$ cat config.mk
export PLATFORM = sky130hd
export DESIGN_NAME = ile_cell
export DESIGN_NICKNAME = d
export VERILOG_FILES = /design/src/ile_pkg.sv /design/src/ile_cell.sv
export SDC_FILE = /design/constraint.sdc
export NUM_CORES = 1
export LEC_CHECK = 0
export BUFFER_PORTS_ARGS = -buffer_cell sky130_fd_sc_hd__buf_2
export CAP_MARGIN = 30
export CORE_MARGIN = 8
export CORE_UTILIZATION = 35
export DETAILED_ROUTE_END_ITERATION = 8
export PLACE_DENSITY = 0.77
export SLEW_MARGIN = 20
export SYNTH_ARGS = -nofsm -noshare
export SYNTH_HDL_FRONTEND = slang
export SYNTH_SLANG_ARGS = --single-unit
export TNS_END_PERCENT = 30
$ cat constraint.sdc
create_clock -name clk_i -period 7.4 [get_ports clk_i]
set_input_delay 1.48 -clock clk_i [delete_from_list [all_inputs] [get_ports clk_i]]
set_output_delay 1.48 -clock clk_i [all_outputs]
set_load 0.01 [all_outputs]
$ cat src/ile_pkg.sv
package ile_pkg;

  localparam int unsigned CapacityDef = 64;
  localparam int unsigned WordW       = 32;

  typedef enum logic [3:0] {
    FN_INS_FRONT = 4'd0,
    FN_INS_END   = 4'd1,
    FN_INS_AT    = 4'd2,
    FN_DEL_FRONT = 4'd3,
    FN_DEL_END   = 4'd4,
    FN_DEL_AT    = 4'd5,
    FN_UPDATE    = 4'd6,
    FN_SEARCH    = 4'd7,
    FN_CLEAR     = 4'd8
  } func_e;

  typedef enum logic [1:0] {
    STAT_OK    = 2'd0,
    STAT_FULL  = 2'd1,
    STAT_EMPTY = 2'd2,
    STAT_RANGE = 2'd3
  } status_e;

  typedef enum logic [2:0] {
    CELL_HOLD,
    CELL_INS,
    CELL_DEL,
    CELL_WR,
    CELL_ROT
  } cell_op_e;

  typedef enum logic {
    ST_IDLE,
    ST_SCAN
  } state_e;

  typedef struct packed {
    logic [3:0]        func;
    logic [6:0]        index;
    logic signed [31:0] value;
  } in_item_t;

  typedef struct packed {
    logic [1:0] status;
    logic       found;
    logic [5:0] position;
    logic [6:0] length;
  } out_item_t;

  typedef struct packed {
    cell_op_e          op;
    logic [WordW-1:0]  word;
  } cell_cmd_t;

endpackage

$ cat src/ile_cell.sv
module ile_cell
  import ile_pkg::*;
#(
  parameter int unsigned Idx = 0,
  parameter int unsigned PosW = 7
) (
  input  logic             clk_i,
  input  cell_cmd_t        cmd_i,
  input  logic [PosW-1:0]  pos_i,
  input  logic [WordW-1:0] left_i,
  input  logic [WordW-1:0] right_i,
  output logic [WordW-1:0] data_o
);

  logic [WordW-1:0] data_q, data_d;
  logic             at_pos, past_pos;

  assign at_pos   = (pos_i == PosW'(Idx));
  assign past_pos = (PosW'(Idx) > pos_i);

  always_comb begin
    data_d = data_q;
    case (cmd_i.op)
      CELL_INS: begin
        if (past_pos) begin
          data_d = left_i;
        end else if (at_pos) begin
          data_d = cmd_i.word;
        end
      end
      CELL_DEL: begin
        if (past_pos || at_pos) begin
          data_d = right_i;
        end
      end
      CELL_WR: begin
        if (at_pos) begin
          data_d = cmd_i.word;
        end
      end
      CELL_ROT: data_d = right_i;
      default:  data_d = data_q;
    endcase
  end

  always_ff @(posedge clk_i) begin
    data_q <= data_d;
  end

  assign data_o = data_q;

endmodule

==> flow_summary.yaml <==
critical_path:
  startpoint: "pos_i[3]"
  r2r_cells: 2
  path_delay_family: "simple AND/OR/NAND/NOR gates"
  timing.rr.end: "data_o[1]$_DFFE_PP_"
  end_kind: "flip-flop"
  cp_cell_sequence: "buf_2, or4_4, nor3_1, o31a_2"
  crit_fanout: 65
  cp.required_ps: 7300
  crit_arrival_ps: 3420
  worstSetupStartpointType: "input pin"
  cp_slowest_stage_delay_ps: 830
  rrSetupSlack_ps: 6520
  critPathSlowestCell: "or4_4"
  reg2reg_from: "data_o[1]$_DFFE_PP_"
  criticalPathCategory: "input pin to flip-flop"
  critPathBufInv: 1
synth:
  ys_types: 16
  ys_seq_area_share_pct: 42.5
  synthCells: 230
  synth_edf_count: 32
  synth_area_leaders: "edfxtp_1 (43%), o32a_1 (14%), a21oi_2 (10%)"
  syn_area_sq_mm: 0.00226
  yosysTopAreaCellShare_pct: 42.5
  synth_nets: 337
  synthFlopType: "edfxtp_1"
  ys_warn_count: 0
  async_reset_ff_share_pct: 0
  synth_area_per_cell_sq_um: 9.83
  synth-seq-cells: 32
  yosys.area.top_type: "edfxtp_1"
  synth_commonest_cells: "nor3_1 (33), o21ai_0 (33), edfxtp_1 (32), nand2b_1 (32), o32a_1 (32)"
final_layout:
  largest_reg_flops: 32
  final_cell_count_no_fill: 394
  layout-drive-gt1-share_pct: 45.7
  final_nets: 423
  area_growth_pct: 26.3
  final_util_pct: 45.2
  antennaDiodeCount: 0
clock_tree:
  clkTransAtPathRegs_ps: 60
  clk_latency_ps: 280
  cts.sinks: 32
  cts_tree: "built"
  cts_buffers: 5
  hold_buffers: 0
  root_buffer: "clkbuf_8"
  clk_path_buf_depth: 2
  cts_resized: 0
  cts_setup_buffers: 0
  htree_levels: 2
routing:
  wl_per_cell_microns: 17.7
  routed_wirelength_mm: 6.98
  top_layer: "met4"
  viasPerCell: 5.62
  drc: 0
  firstDrtPassIters: 4
  num_vias: 2214
  drt_iter0_drc: 167
  ant_nets: 0
  m1WireLength_mm: 3.07
  met2_length_mm: 3.36
  routed-wl-met3_microns: 529
timing:
  timing.fmax_mhz: 284
  final_hold_viol_count: 0
  worst_pin_slew_ps: 852
  grt_setup_unrepaired: "false"
  slew_viol_final: 0
  slew_headroom_pct: 43.2
  setup-tns-final_ps: 0
  period_needed_ps: 3520
  fin_crit_sh_pct: 47.6
  setup_viol: 0
  clock_skew_ps: 0
  worst_slack_ps: 3880
worst_hold_path:
  min_path_cells: 2
  min_from: "data_o[11]$_DFFE_PP_"
  whs_endpoint: "data_o[11]$_DFFE_PP_"
  min_path_type: "flip-flop to flip-flop"
floorplan:
  die_h_microns: 96.4
  core_sq_mm: 0.00631
  placementRows: 29
  floorplan.die_area_sq_mm: 0.00929
  initial_core_util_pct: 35.8
  io_pins: 139
  die_w_microns: 96.4
status:
  outcome: "finished, final reports clean"
grt:
  grt_pass1_wl_mm: 11.0
  grt_overflow: 0
  grt_usage_pct: 14.6
  grt_pass1_vias: 2298
  grt_max_degree: 67
  antenna_found_initial: 0
job:
  cap_viol_max_count: 0
place:
  dp_slack_ps: 3580
  dp_hpwl_mm: 4.47
  portBuffers: 106
  dpl.cell_count: 386
  gp_congestion: 0.709
power:
  p_leak_nw: 1.04
  ir_worst_vdd_mv: 0.0904
  p_per_area_mw_per_mm2: 177
worst reg2reg max path, cell delays in order (launching register included):
cell	delay (ps)
edfxtp_1	410
o21ai_0	140
a21oi_2	80
final cells by class:
class	instances	area, sq um
Timing Repair Buffer	109	553
Clock buffer	7	76.3
Tap cell	77	96.3
Inverter	1	3.75
Clock inverter	1	3.75
Multi-Input combinational cell	167	1160
Sequential cell	32	961
Fill cell	630	3460
kinds of logic after synthesis:
family | count (synthesis) | share of synthesized area, %
AO/OA/AOI/OAI | 98 | 33.4
buffers and inverters | 31 | 6.47
AND/OR/NAND/NOR | 68 | 17.2
flip-flops | 32 | 42.5
XOR/XNOR | 1 | 0.387
worst max path at each step:
stage	end	slack, ps	cells after the start
global placement	data_o[9]$_DFFE_PP_	3610	4
global route	data_o[11]$_DFFE_PP_	3780	4
finish	data_o[10]$_DFFE_PP_	3880	4
floorplan	data_o[0]$_DFFE_PP_	3700	5
CTS	data_o[29]$_DFFE_PP_	3850	4
detailed placement	data_o[17]$_DFFE_PP_	3580	4
layer usage:
| layer | track usage (%) | vias up |
|---|---|---|
| met4 | 2.65 | 0 |
| met5 | 0 | - |
| li1 | - | 1065 |
| met3 | 4.33 | 2 |
| met1 | 17.8 | 1084 |
| met2 | 25.3 | 63 |
cells in the final DEF (no fill, tap or decap), types with 2 or more instances in the layout:
cell type / count
buf_2: 106
o21ai_0: 33
nor3_1: 33
nand2b_1: 32
o32a_1: 32
edfxtp_1: 32
a21oi_2: 27
a21oi_1: 5
clkbuf_8: 5
buf_4: 3
clkbuf_1: 2
stage by stage:
| step | hold slack [ps] | cell area [sq um] | total power (W) |
|---|---|---|---|
| after detailed placement | 637 | 2780 | 0.000381 |
| after global placement | 627 | 2780 | 0.000377 |
| after floorplan | 680 | 2260 | 0.000327 |
| after CTS | 654 | 2860 | 0.000512 |
| final | 649 | 2860 | 0.000505 |
| after global routing | 697 | 2860 | 0.000532 |
where the power goes:
group | leakage (nW) | internal, W | switching [W] | total, W
registers | 0.306 | 0.000227 | 0.00000896 | 0.000236
logic | 0.693 | 0.0000616 | 0.0000790 | 0.000141
clock network | 0.0399 | 0.0000655 | 0.0000630 | 0.000128
Note: power is estimated with default switching activity, not from simulation.
